File: src/design/lcf_pkg.sv
// ----------------------------------------------------------------------------
// lcf_pkg
// Shared types and constants of the length/checksum framer.
// ----------------------------------------------------------------------------
`timescale 1ns / 1ps

package lcf_pkg;

  // fixed field widths
  localparam int unsigned BYTE_W = 8;
  localparam int unsigned CNT_W  = 6;

  // checksum base: length, payload and checksum bytes add up to this
  localparam logic [BYTE_W-1:0] CHK_BASE = 8'hFF;

  // input request payload
  typedef struct packed {
    logic [BYTE_W-1:0] payload_byte;
    logic              last_in;
  } lcf_in_t;

  // output request payload
  typedef struct packed {
    logic [BYTE_W-1:0] frame_byte;
    logic              last_out;
    logic              truncated;
  } lcf_out_t;

  // framer sequence
  typedef enum logic [2:0] {
    S_COLLECT,
    S_HEADER,
    S_LENGTH,
    S_PAYLOAD,
    S_CHECK
  } lcf_state_t;

  // control from the sequencer to the buffer
  typedef struct packed {
    logic              wr_en;
    logic [BYTE_W-1:0] wr_byte;
    logic              clear;
  } lcf_ctrl_t;

  // status from the buffer to the sequencer
  typedef struct packed {
    logic [CNT_W-1:0]  count;
    logic [BYTE_W-1:0] checksum;
    logic              overflow;
  } lcf_status_t;

endpackage

File: src/design/length_checksum_framer.sv
// ----------------------------------------------------------------------------
// length_checksum_framer
// Collects payload bytes and sends header, length, payload and checksum.
// ----------------------------------------------------------------------------
//
//  channel  | signals                        | moves
//  ---------+--------------------------------+-------------------------------
//  in       | in_valid, in_stall, in_data    | one payload byte, last flag
//  out      | out_valid, out_stall, out_data | one frame byte, last, truncated
//  cfg      | cfg_we, cfg_data               | header byte
//
//  A payload byte is taken whenever in_stall is low. A frame of n stored
//  bytes is sent one byte a cycle while out_stall is low, through the
//  single read port of the payload store; input is stalled while a frame
//  goes out. Reset clears count, sum, overflow flag and header; no
//  clearing pass. A stalled output holds its byte; a checksum byte may
//  wait while the next frame's bytes are already taken.
// ----------------------------------------------------------------------------
`timescale 1ns / 1ps

module length_checksum_framer
  import lcf_pkg::*;
#(
  parameter int unsigned MAX_PAYLOAD = 32
) (
  input  logic              clk,
  input  logic              rst,
  input  logic              in_valid,
  output logic              in_stall,
  input  lcf_in_t           in_data,
  output logic              out_valid,
  input  logic              out_stall,
  output lcf_out_t          out_data,
  input  logic              cfg_we,
  input  logic [BYTE_W-1:0] cfg_data
);

  localparam int unsigned ADDR_W = (MAX_PAYLOAD > 1) ? $clog2(MAX_PAYLOAD) : 1;
  localparam logic [CNT_W-1:0] CNT_MAX = CNT_W'(MAX_PAYLOAD);

  lcf_state_t        state;
  lcf_state_t        state_next;
  logic [CNT_W-1:0]  ptr;
  logic [CNT_W-1:0]  ptr_next;
  logic [CNT_W-1:0]  ptr_inc;
  logic [BYTE_W-1:0] header_byte;
  logic [BYTE_W-1:0] rd_data;
  lcf_ctrl_t         ctrl;
  lcf_status_t       status;
  logic              in_acc;
  logic              load;
  logic              emit;
  logic [BYTE_W-1:0] emit_byte;
  logic              emit_last;

  // header register
  always_ff @(posedge clk) begin
    if (rst) begin
      header_byte <= '0;
    end else if (cfg_we) begin
      header_byte <= cfg_data;
    end
  end

  assign in_stall = (state != S_COLLECT);
  assign in_acc   = in_valid && !in_stall;
  assign load     = !out_valid || !out_stall;
  assign ptr_inc  = ptr + CNT_W'(1);

  // payload store; read address runs one step ahead of the pointer
  lcf_buffer #(
    .MAX_PAYLOAD (MAX_PAYLOAD)
  ) u_buffer (
    .clk     (clk),
    .rst     (rst),
    .ctrl    (ctrl),
    .rd_addr (ptr_next[ADDR_W-1:0]),
    .rd_data (rd_data),
    .status  (status)
  );

  // next state
  always_comb begin
    state_next = state;
    case (state)
      S_COLLECT: begin
        if (in_acc && in_data.last_in) state_next = S_HEADER;
      end
      S_HEADER: begin
        if (load) state_next = S_LENGTH;
      end
      S_LENGTH: begin
        if (load) state_next = (status.count == '0) ? S_CHECK : S_PAYLOAD;
      end
      S_PAYLOAD: begin
        if (load && (ptr_inc == status.count)) state_next = S_CHECK;
      end
      S_CHECK: begin
        if (load) state_next = S_COLLECT;
      end
      default: state_next = S_COLLECT;
    endcase
  end

  // sequencer outputs
  always_comb begin
    emit         = 1'b0;
    emit_byte    = header_byte;
    emit_last    = 1'b0;
    ptr_next     = ptr;
    ctrl.wr_en   = 1'b0;
    ctrl.wr_byte = in_data.payload_byte;
    ctrl.clear   = 1'b0;
    case (state)
      S_COLLECT: begin
        ctrl.wr_en = in_acc;
        ptr_next   = '0;
      end
      S_HEADER: begin
        emit     = load;
        ptr_next = '0;
      end
      S_LENGTH: begin
        emit      = load;
        emit_byte = {{(BYTE_W-CNT_W){1'b0}}, status.count};
      end
      S_PAYLOAD: begin
        emit      = load;
        emit_byte = rd_data;
        if (load) ptr_next = ptr_inc;
      end
      S_CHECK: begin
        emit       = load;
        emit_byte  = status.checksum;
        emit_last  = 1'b1;
        ctrl.clear = load;
      end
      default: begin
        emit = 1'b0;
      end
    endcase
  end

  // state and read pointer
  always_ff @(posedge clk) begin
    if (rst) begin
      state <= S_COLLECT;
      ptr   <= '0;
    end else begin
      state <= state_next;
      ptr   <= ptr_next;
    end
  end

  // output register
  always_ff @(posedge clk) begin
    if (rst) begin
      out_valid <= 1'b0;
    end else if (load) begin
      out_valid <= emit;
    end
  end

  always_ff @(posedge clk) begin
    if (emit) begin
      out_data.frame_byte <= emit_byte;
      out_data.last_out   <= emit_last;
      out_data.truncated  <= status.overflow;
    end
  end

  // checks
  a_count_in_range: assert property (@(posedge clk) disable iff (rst)
    status.count <= CNT_MAX)
    else $error("byte count beyond capacity");

  a_overflow_full: assert property (@(posedge clk) disable iff (rst)
    status.overflow |-> (status.count == CNT_MAX))
    else $error("overflow flag set with room in the store");

  a_ptr_in_frame: assert property (@(posedge clk) disable iff (rst)
    (state == S_PAYLOAD) |-> (ptr < status.count))
    else $error("read pointer past stored bytes");

  a_frame_not_empty: assert property (@(posedge clk) disable iff (rst)
    (state == S_HEADER) |-> (status.count != '0))
    else $error("frame started with an empty store");

endmodule

File: src/design/lcf_buffer.sv
// ----------------------------------------------------------------------------
// lcf_buffer
// Payload store with byte count, running sum and overflow flag.
// ----------------------------------------------------------------------------
`timescale 1ns / 1ps

module lcf_buffer
  import lcf_pkg::*;
#(
  parameter int unsigned MAX_PAYLOAD = 32
) (
  input  logic                                              clk,
  input  logic                                              rst,
  input  lcf_ctrl_t                                         ctrl,
  input  logic [((MAX_PAYLOAD > 1) ? $clog2(MAX_PAYLOAD) : 1)-1:0] rd_addr,
  output logic [BYTE_W-1:0]                                 rd_data,
  output lcf_status_t                                       status
);

  localparam int unsigned ADDR_W = (MAX_PAYLOAD > 1) ? $clog2(MAX_PAYLOAD) : 1;
  localparam logic [CNT_W-1:0] CNT_MAX = CNT_W'(MAX_PAYLOAD);

  logic [BYTE_W-1:0] mem [MAX_PAYLOAD];
  logic [CNT_W-1:0]  count;
  logic [BYTE_W-1:0] sum;
  logic              overflow;
  logic              has_room;
  logic [BYTE_W-1:0] sum_len;

  assign has_room = (count < CNT_MAX);

  // store write and synchronous read
  always_ff @(posedge clk) begin
    if (ctrl.wr_en && has_room) begin
      mem[count[ADDR_W-1:0]] <= ctrl.wr_byte;
    end
    rd_data <= mem[rd_addr];
  end

  // count, sum and overflow
  always_ff @(posedge clk) begin
    if (rst || ctrl.clear) begin
      count    <= '0;
      sum      <= '0;
      overflow <= 1'b0;
    end else if (ctrl.wr_en) begin
      if (has_room) begin
        count <= count + CNT_W'(1);
        sum   <= sum + ctrl.wr_byte;
      end else begin
        overflow <= 1'b1;
      end
    end
  end

  // sum of the length and payload bytes of the frame so far
  assign sum_len = sum + {{(BYTE_W-CNT_W){1'b0}}, count};

  assign status.count    = count;
  assign status.checksum = CHK_BASE - sum_len;
  assign status.overflow = overflow;

endmodule

File: config.mk
export PLATFORM = sky130hd
export DESIGN_NAME = length_checksum_framer
export DESIGN_NICKNAME = d
export VERILOG_FILES = /design/src/design/lcf_pkg.sv /design/src/design/length_checksum_framer.sv /design/src/design/lcf_buffer.sv
export SDC_FILE = /design/constraint.sdc
export NUM_CORES = 1
export LEC_CHECK = 0
export BUFFER_PORTS_ARGS = -buffer_cell sky130_fd_sc_hd__buf_2
export CAP_MARGIN = 40
export CORE_UTILIZATION = 40
export DETAILED_ROUTE_END_ITERATION = 10
export GPL_TIMING_DRIVEN = 0
export PLACE_DENSITY = 0.62
export SYNTH_ARGS = -nofsm -noshare
export SYNTH_HDL_FRONTEND = slang
export SYNTH_HIERARCHICAL = 1
export SYNTH_SLANG_ARGS = --single-unit
File: constraint.sdc
create_clock -name clk -period 2.8 [get_ports clk]
set_input_delay 0.14 -clock clk [delete_from_list [all_inputs] [get_ports clk]]
set_output_delay 0.14 -clock clk [all_outputs]
set_load 0.02 [all_outputs]
Word level (Yosys, flattened, before mapping) --
Memory sizes are Yosys's and may differ from the RTL's. A register that Yosys moved wholly into a read port is not among the register bits. Index checks and enable logic that the tools add are counted.
Storage, ports and cells: bits in registers 43, latch bits 0, bits in writable memories 256, bits in read-only memories 0, input port bits 22, output and inout port bits 12, word-level logic and storage cells 65, memories kept 1
Memories:
- u_buffer.mem | words 32, bits a word 8, read ports 1, clocked after memory_dff 1, wr ports 1, line lcf_buffer.sv:23 | logic [BYTE_W-1:0] mem [MAX_PAYLOAD];
Operators by class: $add $sub $neg 5, multipliers 0, div/mod/pow operators 0, $lt $le $gt $ge 1, eq/ne operators 11, shift-type cells 0, multiplexer cells 16, bitwise operators 1, reductions and logical operators 19
Operators by type and width (number):
- $pmux W8 S3 | 1
- $mux W3 | 6
- $pmux W3 S5 | 1
- $add A6 B1 Y6 const B | 2
- $ne A2 B2 Y1 const B | 6
- $pmux W6 S2 | 1
- $add A8 B6 Y8 | 1
- $add A8 B8 Y8 | 1
- $sub A8 B8 Y8 const A | 1
- $eq A3 B2 Y1 const B | 2
- $eq A6 B6 Y1 | 1
- $logic_not A6 Y1 | 1
- $lt A6 B6 Y1 const B | 1
- $mux W1 | 6
- $mux W6 | 1
- $reduce_and A2 Y1 | 3
- $reduce_and A5 Y1 | 1
- $logic_and A1 B1 Y1 | 4
- $reduce_or A4 Y1 | 1
- $eq A3 B1 Y1 const B | 1
- $eq A3 B3 Y1 const B | 1
- $logic_not A1 Y1 | 3
- $logic_not A3 Y1 | 1
- $reduce_bool A3 Y1 | 1
- other kinds (4) | 5

Longest topological paths before layout --
Gate-level depths: netlist (run 1).
depth in word-level cells 7, mapped depth 11, gate-level depth less buffers 10

Modules after synthesis --
The synthesis (run 1) kept the hierarchy.
Modules (own cells, without submodules):
- lcf_buffer | instances 1, cells each 581, area an instance 11263.3 sq um, sequential area each 8147.8 sq um
- length_checksum_framer | instances 1, cells each 190, area an instance 1689.1 sq um, sequential area each 660.6 sq um

Worst setup path before layout (run 1) --
No wires, ideal clock.
path type reg-to-reg, start reg state[2], end reg u_buffer.rd_data[0] (read register of u_buffer.mem), setup time 0.121 ns, data arrival time 2.771 ns, path slack -0.092 ns, cell stages (with the launch flop) 11, path buffers 5, period minus slack after synthesis 2.892 ns, cells stage by stage dfxtp_1 -> buf_2 -> buf_2 -> clkbuf_1 -> nand2_1 -> nand2_1 -> clkbuf_1 -> buf_1 -> mux4_2 -> mux4_2 -> mux2_2
On the way: word-level cells in the longest chain between the ends 3, elaborated cells between the ends (all ways) 5, classes of those cells 2 x eq/ne; 1 x mux; 2 x reduce/logical
RTL lines:
- start, declared | line length_checksum_framer.sv:41 | lcf_state_t state;
- start signal, assigned | line length_checksum_framer.sv:150 | state <= state_next;
- $eq A3 B1 Y1 or $logic_not A3 Y1 (tied branches) | line length_checksum_framer.sv:114 | case (state)
- $reduce_or A2 Y1 (no line)
- $pmux W6 S2 * | line length_checksum_framer.sv:114
- net ptr_next[1] | line length_checksum_framer.sv:44 | logic [CNT_W-1:0] ptr_next;
- end, declared | line lcf_buffer.sv:16 | output logic [BYTE_W-1:0] rd_data,
The timed path passes the listed nets; every way through them passes the cells marked *. A chain may end at the register's enable or synchronous reset.

Worst setup path in the final report (run 1) --
start reg state[0], end reg u_buffer.rd_data[7] (read register of u_buffer.mem)
Same word-level chain as after synthesis.

==> flow_metrics.py, run 1 <==
metrics = {
    "finish": {
        "final_cell_mix": "266 x edfxtp_1, 80 x mux4_2, 42 x nor2_1",
        "antenna_cells": 0,
        "finish.utilization": 0.4921,
        "stdcell_area_um2": 15610,
        "drive_gt1_frac": 0.3121,
        "final_nets": 915,
        "final_common_cell": "edfxtp_1",
        "area_delta_synth_final_pct": 20.51,
    },
    "place": {
        "port_buffers": 32,
        "routabilityCongestion": 0.8178,
        "dpl_cell_area_um2": 13630,
        "hpwlAfterDp_um": 19000,
        "place_ws_ns": -1.029,
    },
    "clocking": {
        "cts.sinks": 307,
        "clk_pin_slew_ns": 0.06,
        "cts_buffer_depth": 3,
        "cts-root-buf": "clkbuf_16",
        "h-tree-depth": 1,
        "clock_latency_ns": 0.57,
        "tritoncts": "done",
        "numCtsBuffers": 31,
    },
    "sta": {
        "hold_slack_ns": 0.06229,
        "rsz0062_at_grt": "true",
        "worst_pin_slew_ns": 0.8103,
        "min_period_ns": 2.925,
        "setup_ws_ns": -0.1247,
        "hold_viol": 0,
        "max-slew-margin-rel": 0.4578,
        "fin_crit_sh": 1.045,
        "clock.fmax_mhz": 341.9,
        "setup_viol": 8,
        "final_max_slew_viol_count": 0,
        "skew_ns": 0.009160,
    },
    "synthesis": {
        "synthesis.area_um2": 12950,
        "synth_top_area_share": 0.6167,
        "syn_inst": 771,
        "ys_seq_elements": 307,
        "synthArstFlopShare": 0,
        "synth_ff_type": "edfxtp_1",
        "synth_area_leaders": "edfxtp_1 62%, mux4_2 14%, dfxtp_1 6.3%, nor2_1 2.1%, ha_1 1.7%",
        "synth_area_leader_cell": "edfxtp_1",
        "synth_edf_count": 266,
        "ys.warnings.count": 6,
        "yosysSeqAreaShare": 0.6801,
        "synth_cell_types": 60,
        "syn_nets": 813,
        "synth.avg_cell_area_um2": 16.80,
    },
    "run_status": {
        "status": "complete, but fails checks",
        "violations": "setup timing",
    },
    "floorplanning": {
        "ios": 34,
        "fp.dieArea_um2": 33100,
        "die_w_um": 181.9,
        "rows": 65,
        "die_h_um": 181.9,
        "initial_core_util": 0.4084,
        "coreArea_um2": 31720,
    },
    "critical_path": {
        "cp.required_ns": 3.25,
        "worstSetupPathType": "flop to flop",
        "crit_path_start_kind": "flop",
        "critPathMaxFanout": 8,
        "cp.arrival_ns": 3.38,
        "worst_setup_path_end_kind": "flop",
    },
    "power": {
        "p_leak_nw": 5.049,
        "powerDensity_nw_per_um2": 629.3,
        "finalPower_mw": 9.823,
        "vdd_drop_max_uv": 414.2,
    },
    "global_routing": {
        "grt_usage": 0.1816,
        "antenna_found_initial": 1,
        "grt_pass1_vias": 7144,
        "grt_max_degree": 36,
        "grt_pass1_wl_um": 44300,
        "overflow": 0,
    },
    "route": {
        "drtIter0Drc": 716,
        "drc_errors": 0,
        "drt-pass1-iter-count": 5,
        "viasPerCell": 5.609,
        "routed-via-count": 7269,
        "ant_nets": 0,
        "wl_per_cell_um": 23.23,
        "drt_wl_total_um": 30110,
    },
    "worst_hold_path": {
        "min_path_type": "input pin to flop",
    },
    "flow_run": {
        "maxCapViolCount": 0,
    },
}
[metrics by stage]
stage                     TNS (ns)  cells
final                      -0.8370   1296
after global routing        -1.201   1296
after CTS                  -0.8201   1286
after detailed placement   -195.95   1206
after global placement     -208.09   1205
after floorplan                  0    771
[worst max-delay path, stage by stage, from the launching register on]
cell and delay (ns):
dfxtp_4 0.37, a21bo_4 0.26, nor3_4 0.22, o21ai_4 0.09
nand2_4 0.13, buf_12 0.18, clkbuf_16 0.17, mux4_2 0.56
mux4_2 0.53, mux2_4 0.29
[metal layers]
| layer | part of all wire | vias to the layer above | GRT usage |
|---|---|---|---|
| met2 | 0.47 | 243 | 0.2897 |
| met5 | 0 | - | 0 |
| met3 | 0.062 | 51 | 0.03309 |
| met1 | 0.44 | 3725 | 0.2532 |
| li1 | - | 3250 | - |
| met4 | 0.029 | 0 | 0.05782 |
[report_power, final]
group | switching (mW) | leakage [nW] | internal (mW)
logic | 0.420 | 1.83 | 0.271
registers | 0.0584 | 2.74 | 5.06
clock network | 1.70 | 0.481 | 2.31
total | 2.18 | 5.05 | 7.64
[cells by family after synthesis]
group / synth area share
buffers and inverters: 0.02338
DFF: 0.6801
AOI/OAI and AO/OA: 0.04502
xor gates and xnor gates: 0.008695
and+or+nand+nor: 0.06318
adders and majority gates: 0.02048
muxes: 0.1592
[cell usage after synthesis (all sizes together) (3+ instances only)]
library cell / count
and3: 4
a221oi: 3
a21boi: 6
edfxtp: 266
dfxtp: 41
clkbuf: 18
buf: 23
and2: 6
a31oi: 3
and4: 3
nor3: 6
o21ai: 18
nand2b: 3
o21a: 4
nor2b: 4
inv: 25
xor2: 3
mux2i: 17
o211ai: 9
a21oi: 25
or3: 9
a211oi: 4
nand3b: 3
nor2: 74
nand2: 32
mux2: 8
xnor2: 9
nand3: 17
nor4: 5
mux4: 80
ha: 18
[repair_timing]
action | in CTS | in global routing
buffers inserted | 17 | 8
hold buffers | 10 | 0
gates resized for setup | 111 | 33
endpoints found under the setup margin | 265 | 195
endpoints found under the hold margin | 11 | 0
pin swaps | 12 | 12
gates cloned | 2 | 3
[final cells by class]
class                           instances  area [um^2]
Sequential cell                       307         8816
Inverter                               25        93.84
Multi-Input combinational cell        398         4189
Clock inverter                         18        192.7
Fill cell                            2594        16110
Buffer                                 37        329.1
Timing Repair Buffer                   73        690.7
Tap cell                              402        503.0
Clock buffer                           36        794.5
[registers in the layout (all words and copies together) (netlist names), 3 cells and up]
register          flops
out_data             10
u_buffer/rd_data      8
u_buffer/sum          8
ptr                   6
state                 3
u_buffer/mem        256
header_byte           8
u_buffer/count        6
[worst paths after layout]
kind / start / to / slack, ns / cells past startpoint
worst max-delay path: state[0] / u_buffer/rd_data[7] / -0.12 / 9
worst max register to register: state[0] / u_buffer/rd_data[7] / -0.12 / 9
worst min-delay path: in_valid / u_buffer/overflow / 0.06 / 5
worst min register to register: u_buffer/overflow / u_buffer/overflow / 0.49 / 2
Power figures use the tool's default switching activity.
==> run 2, diff against run 1 <==
--- a/config.mk
+++ b/config.mk
@@ -5,7 +5,7 @@
 export SDC_FILE = /design/constraint.sdc
 export NUM_CORES = 1
 export LEC_CHECK = 0
-export BUFFER_PORTS_ARGS = -buffer_cell sky130_fd_sc_hd__buf_2
+export BUFFER_PORTS_ARGS = -buffer_cell sky130_fd_sc_hd__buf_4
 export CAP_MARGIN = 40
 export CORE_UTILIZATION = 40
 export DETAILED_ROUTE_END_ITERATION = 10
==> flow_metrics.py, run 2 (synthesis results as in run 1) <==
metrics = {
    "run_status": {
        "status": "complete, but fails checks",
        "violations": "setup timing",
    },
    "route": {
        "routed-via-count": 7346,
        "ant_nets": 0,
        "drt_wl_total_um": 30540,
        "drc_errors": 0,
        "viasPerCell": 5.574,
        "drt-pass1-iter-count": 5,
        "wl_per_cell_um": 23.17,
        "drtIter0Drc": 572,
    },
    "power": {
        "clkPwrFrac": 0.417,
        "vdd_drop_max_uv": 355.6,
        "p_leak_nw": 5.198,
        "p_sw_frac": 0.2219,
        "switchingPower_mw": 2.219,
        "p_seq_frac": 0.512,
        "internal_power_mw": 7.781,
        "p_comb_frac": 0.071,
        "powerDensity_nw_per_um2": 625.9,
    },
    "place": {
        "dpl_cell_area_um2": 13710,
        "dp_cells": 1206,
        "hpwlAfterDp_um": 19140,
        "routabilityCongestion": 0.8424,
        "port_buffers": 32,
    },
    "sta": {
        "setup_ws_ns": -0.05809,
        "rsz0062_at_grt": "true",
        "worst_pin_slew_ns": 0.8331,
        "setup_viol": 9,
        "setup-tns-final_ns": -0.3060,
        "fin_crit_sh": 1.021,
        "max-slew-margin-rel": 0.4425,
        "final_max_slew_viol_count": 0,
        "clock.fmax_mhz": 349.9,
        "skew_ns": 0.01267,
        "hold_viol": 0,
        "min_period_ns": 2.858,
    },
    "global_routing": {
        "grt_pass1_wl_um": 44930,
        "antenna_found_initial": 1,
        "overflow": 0,
        "grt_pass1_vias": 7255,
        "grt_usage": 0.1856,
        "grt_max_degree": 36,
    },
    "critical_path": {
        "worstSetupPathType": "flop to flop",
        "reg2reg_from": "state[0]",
        "slowest_stage": "mux4_2",
        "critPathLaunch": "state[0]",
        "critPathMaxFanout": 7,
        "cp_cell_sequence": "a21bo_4 -> nor3_4 -> o21ai_4 -> nand2_4 -> buf_12 -> buf_12 -> mux4_2 -> mux4_2 -> mux2_4",
        "cp.arrival_ns": 3.25,
        "reg2reg_slack_ns": -0.06,
        "cp.required_ns": 3.19,
        "worst_setup_path_end_kind": "flop",
        "worst-path-buf-inv": 2,
        "crit_path_start_kind": "flop",
        "slowest_delay_ns": 0.57,
        "cp_top_family": "multiplexers",
    },
    "clocking": {
        "clk_pin_slew_ns": 0.05,
        "tritoncts": "done",
        "cts_buffer_depth": 3,
        "h-tree-depth": 2,
        "cts-root-buf": "clkbuf_16",
        "numCtsBuffers": 34,
        "cts.sinks": 307,
        "clock_latency_ns": 0.51,
    },
    "finish": {
        "multi_input_area_um2": 4238,
        "area_delta_synth_final_pct": 23.35,
        "final_cell_mix": "266 x edfxtp_1, 80 x mux4_2, 70 x buf_4",
        "drive_gt1_frac": 0.3275,
        "antenna_cells": 0,
        "largest_register_ffs": 256,
        "final_nets": 934,
        "n_fill_cell": 2603,
        "ff_latch_area_um2": 8821,
        "instances_no_fill": 1318,
        "stdcell_area_um2": 15980,
        "final_common_cell": "edfxtp_1",
    },
    "worst_hold_path": {
        "min_from": "out_stall",
        "min_path_type": "input pin to flop",
    },
    "floorplanning": {
        "rows": 65,
        "initial_core_util": 0.4084,
        "coreArea_um2": 31720,
        "fp.dieArea_um2": 33100,
        "die_h_um": 181.9,
        "die_w_um": 181.9,
        "ios": 34,
    },
    "flow_run": {
        "maxCapViolCount": 0,
    },
}
-- run 2: changes by cell type in the layout (fill, tap and decap cells not counted), moves of 3 or more --
cell / change
buf_4: +46
buf_2: -32
clkbuf_1: +6
clkbuf_16: +6
buf_12: +4
clkinv_2: -3
clkinv_4: -3
nand2_2: -3
-- run 2: metrics by stage --
stage / power (mW) / hold slack [ns] / setup WS [ns] / utilization
after floorplan: 5.580 / 0.2389 / 0.008822 / -
after global placement: 5.815 / 0.3760 / -1.067 / 0.4320
after detailed placement: 5.830 / 0.3830 / -1.061 / 0.4323
after CTS: 10.04 / 0.04332 / -0.04837 / 0.4944
after global routing: 10.33 / 0.06093 / -0.1088 / 0.5037
final: 10.00 / 0.05795 / -0.05809 / 0.5037
-- run 2: power groups by stage --
stage | combinational (mW) | clock (mW) | sequential, mW
after detailed placement | 0.613 | 0 | 5.22
final | 0.709 | 4.17 | 5.12
after floorplan | 0.366 | 0 | 5.21
after CTS | 0.686 | 4.23 | 5.12
after global routing | 0.779 | 4.42 | 5.13
after global placement | 0.601 | 0 | 5.21
-- run 2: worst min-delay path: cells and delay by family --
| family | cells | cell delay (ns) |
|---|---|---|
| AND/OR/NAND/NOR | 1 | 0.16 |
| AO/OA/AOI/OAI | 1 | 0.08 |
| buffers and inverters | 1 | 0.13 |
-- run 2: layout make-up --
cell class,instances,area share
tap,402,0.03148
multi-input combinational,398,0.2653
inverter,25,0.005874
buffer,36,0.02122
clock inverter,13,0.006813
clock buffer,47,0.05827
timing repair buffer,90,0.05897
sequential,307,0.5521
-- run 2: repair_timing --
item	in CTS	in global routing
setup buffers	39	4
hold endpoints to repair	10	0
setup endpoints to repair	264	241
hold buffers	9	0
gates resized for setup	121	33
pin swaps	15	13
cloned	1	4
-- run 2: path summary, 6_finish.rpt --
| kind | end | cells after the start |
|---|---|---|
| hold / removal | out_valid | 3 |
| hold reg to reg | u_buffer/sum[2] | 2 |
| setup / recovery | u_buffer/rd_data[1] | 9 |
| setup reg to reg | u_buffer/rd_data[1] | 9 |
-- run 2: routing by layer --
layer | wire, um | part of all wire | vias up | track usage
met5 | 0 | 0 | - | 0
met2 | 14740 | 0.48 | 248 | 0.2925
met4 | 712 | 0.023 | 0 | 0.06151
li1 | - | - | 3294 | -
met3 | 2180 | 0.071 | 47 | 0.03871
met1 | 12910 | 0.42 | 3757 | 0.2577
==> run 3, diff against run 2 <==
--- a/config.mk
+++ b/config.mk
@@ -7,11 +7,12 @@
 export LEC_CHECK = 0
 export BUFFER_PORTS_ARGS = -buffer_cell sky130_fd_sc_hd__buf_4
 export CAP_MARGIN = 40
+export CELL_PAD_IN_SITES_DETAIL_PLACEMENT = 1
+export CELL_PAD_IN_SITES_GLOBAL_PLACEMENT = 1
 export CORE_UTILIZATION = 40
 export DETAILED_ROUTE_END_ITERATION = 10
 export GPL_TIMING_DRIVEN = 0
-export PLACE_DENSITY = 0.62
+export PLACE_DENSITY = 0.72
 export SYNTH_ARGS = -nofsm -noshare
 export SYNTH_HDL_FRONTEND = slang
-export SYNTH_HIERARCHICAL = 1
 export SYNTH_SLANG_ARGS = --single-unit
==> flow_metrics.py, run 3 <==
metrics = {
    "clocking": {
        "clock_latency_ns": 0.53,
        "numCtsBuffers": 34,
        "h-tree-depth": 2,
        "tritoncts": "done",
        "cts-root-buf": "clkbuf_16",
        "cts_buffer_depth": 3,
        "clk_pin_slew_ns": 0.05,
        "cts.sinks": 307,
        "post_cts_buffers": 0,
    },
    "place": {
        "dpl_cell_area_um2": 13610,
        "routabilityCongestion": 0.8524,
        "port_buffers": 32,
        "dp_cells": 1474,
        "hpwlAfterDp_um": 24290,
    },
    "route": {
        "routed-via-count": 8944,
        "drt-pass1-iter-count": 5,
        "ant_nets": 0,
        "drc_errors": 0,
        "wl_per_cell_um": 24.16,
        "drtIter0Drc": 804,
        "viasPerCell": 5.797,
        "drt_wl_total_um": 37270,
    },
    "floorplanning": {
        "fp.dieArea_um2": 32840,
        "ios": 34,
        "die_w_um": 181.2,
        "coreArea_um2": 31560,
        "initial_core_util": 0.4072,
        "rows": 65,
        "die_h_um": 181.2,
    },
    "critical_path": {
        "reg2regPathDepth": 10,
        "worst_setup_path_end_kind": "flop",
        "cp.arrival_ns": 3.21,
        "cp.required_ns": 3.17,
        "worstSetupPathType": "flop to flop",
        "r2r-end": "u_buffer.rd_data[5]",
        "reg2reg_slack_ns": -0.04,
        "crit_path_start_kind": "flop",
        "critical_path.endpoint": "u_buffer.rd_data[5]",
        "reg2reg_from": "state[0]",
        "critPathMaxFanout": 10,
        "critPathLaunch": "state[0]",
    },
    "synthesis": {
        "synth_cell_types": 49,
        "synth_area_leaders": "edfxtp_1 62%, nand2_1 7.0%, dfxtp_1 6.4%, a32oi_1 4.5%, a21oi_1 3.3%",
        "synth_area_leader_cell": "edfxtp_1",
        "syn_nets": 1081,
        "yosysMostFrequentCell": "edfxtp_1",
        "yosysSeqAreaShare": 0.6856,
        "ys_seq_elements": 307,
        "synth_ff_type": "edfxtp_1",
        "synth.avg_cell_area_um2": 12.37,
        "ys_top_cells_by_count": "266 x edfxtp_1, 240 x nand2_1, 84 x a21oi_1",
        "synthesis.area_um2": 12850,
        "synth_top_area_share": 0.6217,
        "ys.warnings.count": 0,
        "synth_edf_count": 266,
        "syn_inst": 1039,
        "synthArstFlopShare": 0,
    },
    "finish": {
        "area_delta_synth_final_pct": 19.07,
        "final_cell_mix": "266 x edfxtp_1, 232 x nand2_1, 84 x a21oi_1",
        "largest_register_ffs": 256,
        "final_nets": 1158,
        "antenna_cells": 0,
        "drive_gt1_frac": 0.1709,
        "stdcell_area_um2": 15300,
        "final_common_cell": "edfxtp_1",
        "instances_no_fill": 1543,
    },
    "global_routing": {
        "grt_max_degree": 35,
        "grt_pass1_wl_um": 56410,
        "grt_usage": 0.2291,
        "antenna_found_initial": 0,
        "overflow": 0,
        "grt_pass1_vias": 9336,
    },
    "sta": {
        "clock.fmax_mhz": 351.8,
        "final_max_slew_viol_count": 0,
        "rsz0062_at_grt": "true",
        "hold_viol": 0,
        "worst_pin_slew_ns": 0.8559,
        "setup_ws_ns": -0.04267,
        "setup_viol": 1,
        "setup-tns-final_ns": -0.04267,
        "skew_ns": 0.02230,
        "max-slew-margin-rel": 0.4273,
        "min_period_ns": 2.843,
        "fin_crit_sh": 1.015,
    },
    "power": {
        "powerDensity_nw_per_um2": 778.2,
        "p_sw_frac": 0.2848,
        "finalPower_mw": 11.91,
        "clkPwrFrac": 0.359,
        "p_seq_frac": 0.455,
        "p_comb_frac": 0.185,
        "switchingPower_mw": 3.390,
        "vdd_drop_max_uv": 573.3,
        "internal_power_mw": 8.515,
        "p_leak_nw": 4.971,
    },
    "run_status": {
        "status": "complete, but fails checks",
        "violations": "setup timing",
    },
    "flow_run": {
        "maxCapViolCount": 0,
    },
    "worst_hold_path": {
        "min_path_type": "input pin to flop",
    },
}
==> run 3: changes by cell type after synthesis, sizes merged, moves of 6 or more <==
cell / before / now
a32oi: 0 / 66
mux4: 80 / 0
mux2: 8 / 0
o22ai: 0 / 32
nand2: 32 / 240
a21oi: 25 / 84
clkbuf: 18 / 30
inv: 25 / 19
xnor2: 9 / 15
nor2: 74 / 68
==> run 3: cell type report <==
class | count | area, um^2
Timing Repair Buffer | 42 | 335.3
Tap cell | 402 | 503.0
Multi-Input combinational cell | 655 | 4179
Fill cell | 3235 | 16260
Clock buffer | 41 | 898.4
Sequential cell | 307 | 8808
Clock inverter | 20 | 158.9
Buffer | 56 | 339.1
Inverter | 20 | 76.32
==> run 3: metrics by stage <==
step	utilization	setup WS, ns	hold WS [ns]
after floorplan	-	0.4113	0.2389
after global placement	0.4307	-0.6636	0.3817
after detailed placement	0.4313	-0.5927	0.3863
after CTS	0.4778	-0.05827	0.02712
after global routing	0.4848	-0.1370	0.04556
final	0.4848	-0.04267	0.03091
==> run 3: metal layers <==
| metal | wire length (um) | global-route usage | up-vias |
|---|---|---|---|
| met1 | 16200 | 0.3077 | 4579 |
| met2 | 17940 | 0.3795 | 264 |
| met5 | 0 | 0 | - |
| met3 | 1881 | 0.02963 | 73 |
| met4 | 1246 | 0.08542 | 0 |
| li1 | - | - | 4028 |
==> run 3: worst max-delay path, stage by stage (launching register included) <==
cell	delay [ns]
dfxtp_1	0.37
a21bo_1	0.21
buf_2	0.17
or4_4	0.45
nand3_4	0.14
buf_6	0.16
buf_4	0.21
nand2_1	0.09
a32oi_2	0.25
o22ai_1	0.15
nor4_2	0.47
==> run 3: power by group through the flow <==
stage	sequential (mW)	combinational [mW]	clock [mW]
after floorplan	5.55	1.20	0
after global placement	5.51	1.96	0
after detailed placement	5.51	2.02	0
after CTS	5.42	2.15	4.33
after global routing	5.45	2.41	4.48
final	5.42	2.21	4.28
==> run 3: repair_timing <==
item	4_1_cts	5_1_grt
gates cloned	0	1
setup endpoints to repair	248	215
pin swaps	3	5
hold buffers	8	0
resized for setup	97	52
endpoints found under the hold margin	8	0
==> run 3: kinds of logic (layout without fill, tap and decap cells) <==
logic type                 count (synthesis)  after routing  share of synthesized area
AOI/OAI and AO/OA                        233            233                     0.1208
DFF                                      307            307                     0.6856
and+or+nand+nor                          367            367                     0.1208
muxes                                     13             13                    0.01013
adders and majority gates                 20             20                    0.02065
buffers and inverters                     77            179                    0.02600
xor gates and xnor gates                  22             22                    0.01607
==> run 3: worst min path at each step <==
stage / start / to / depth (start not counted)
floorplan: in_data[1] / u_buffer.mem[0][0] / 0
global placement: cfg_data[2] / header_byte[2] / 3
detailed placement: cfg_data[5] / header_byte[5] / 3
CTS: out_stall / out_valid / 3
global route: out_stall / out_valid / 3
finish: out_stall / out_valid / 3
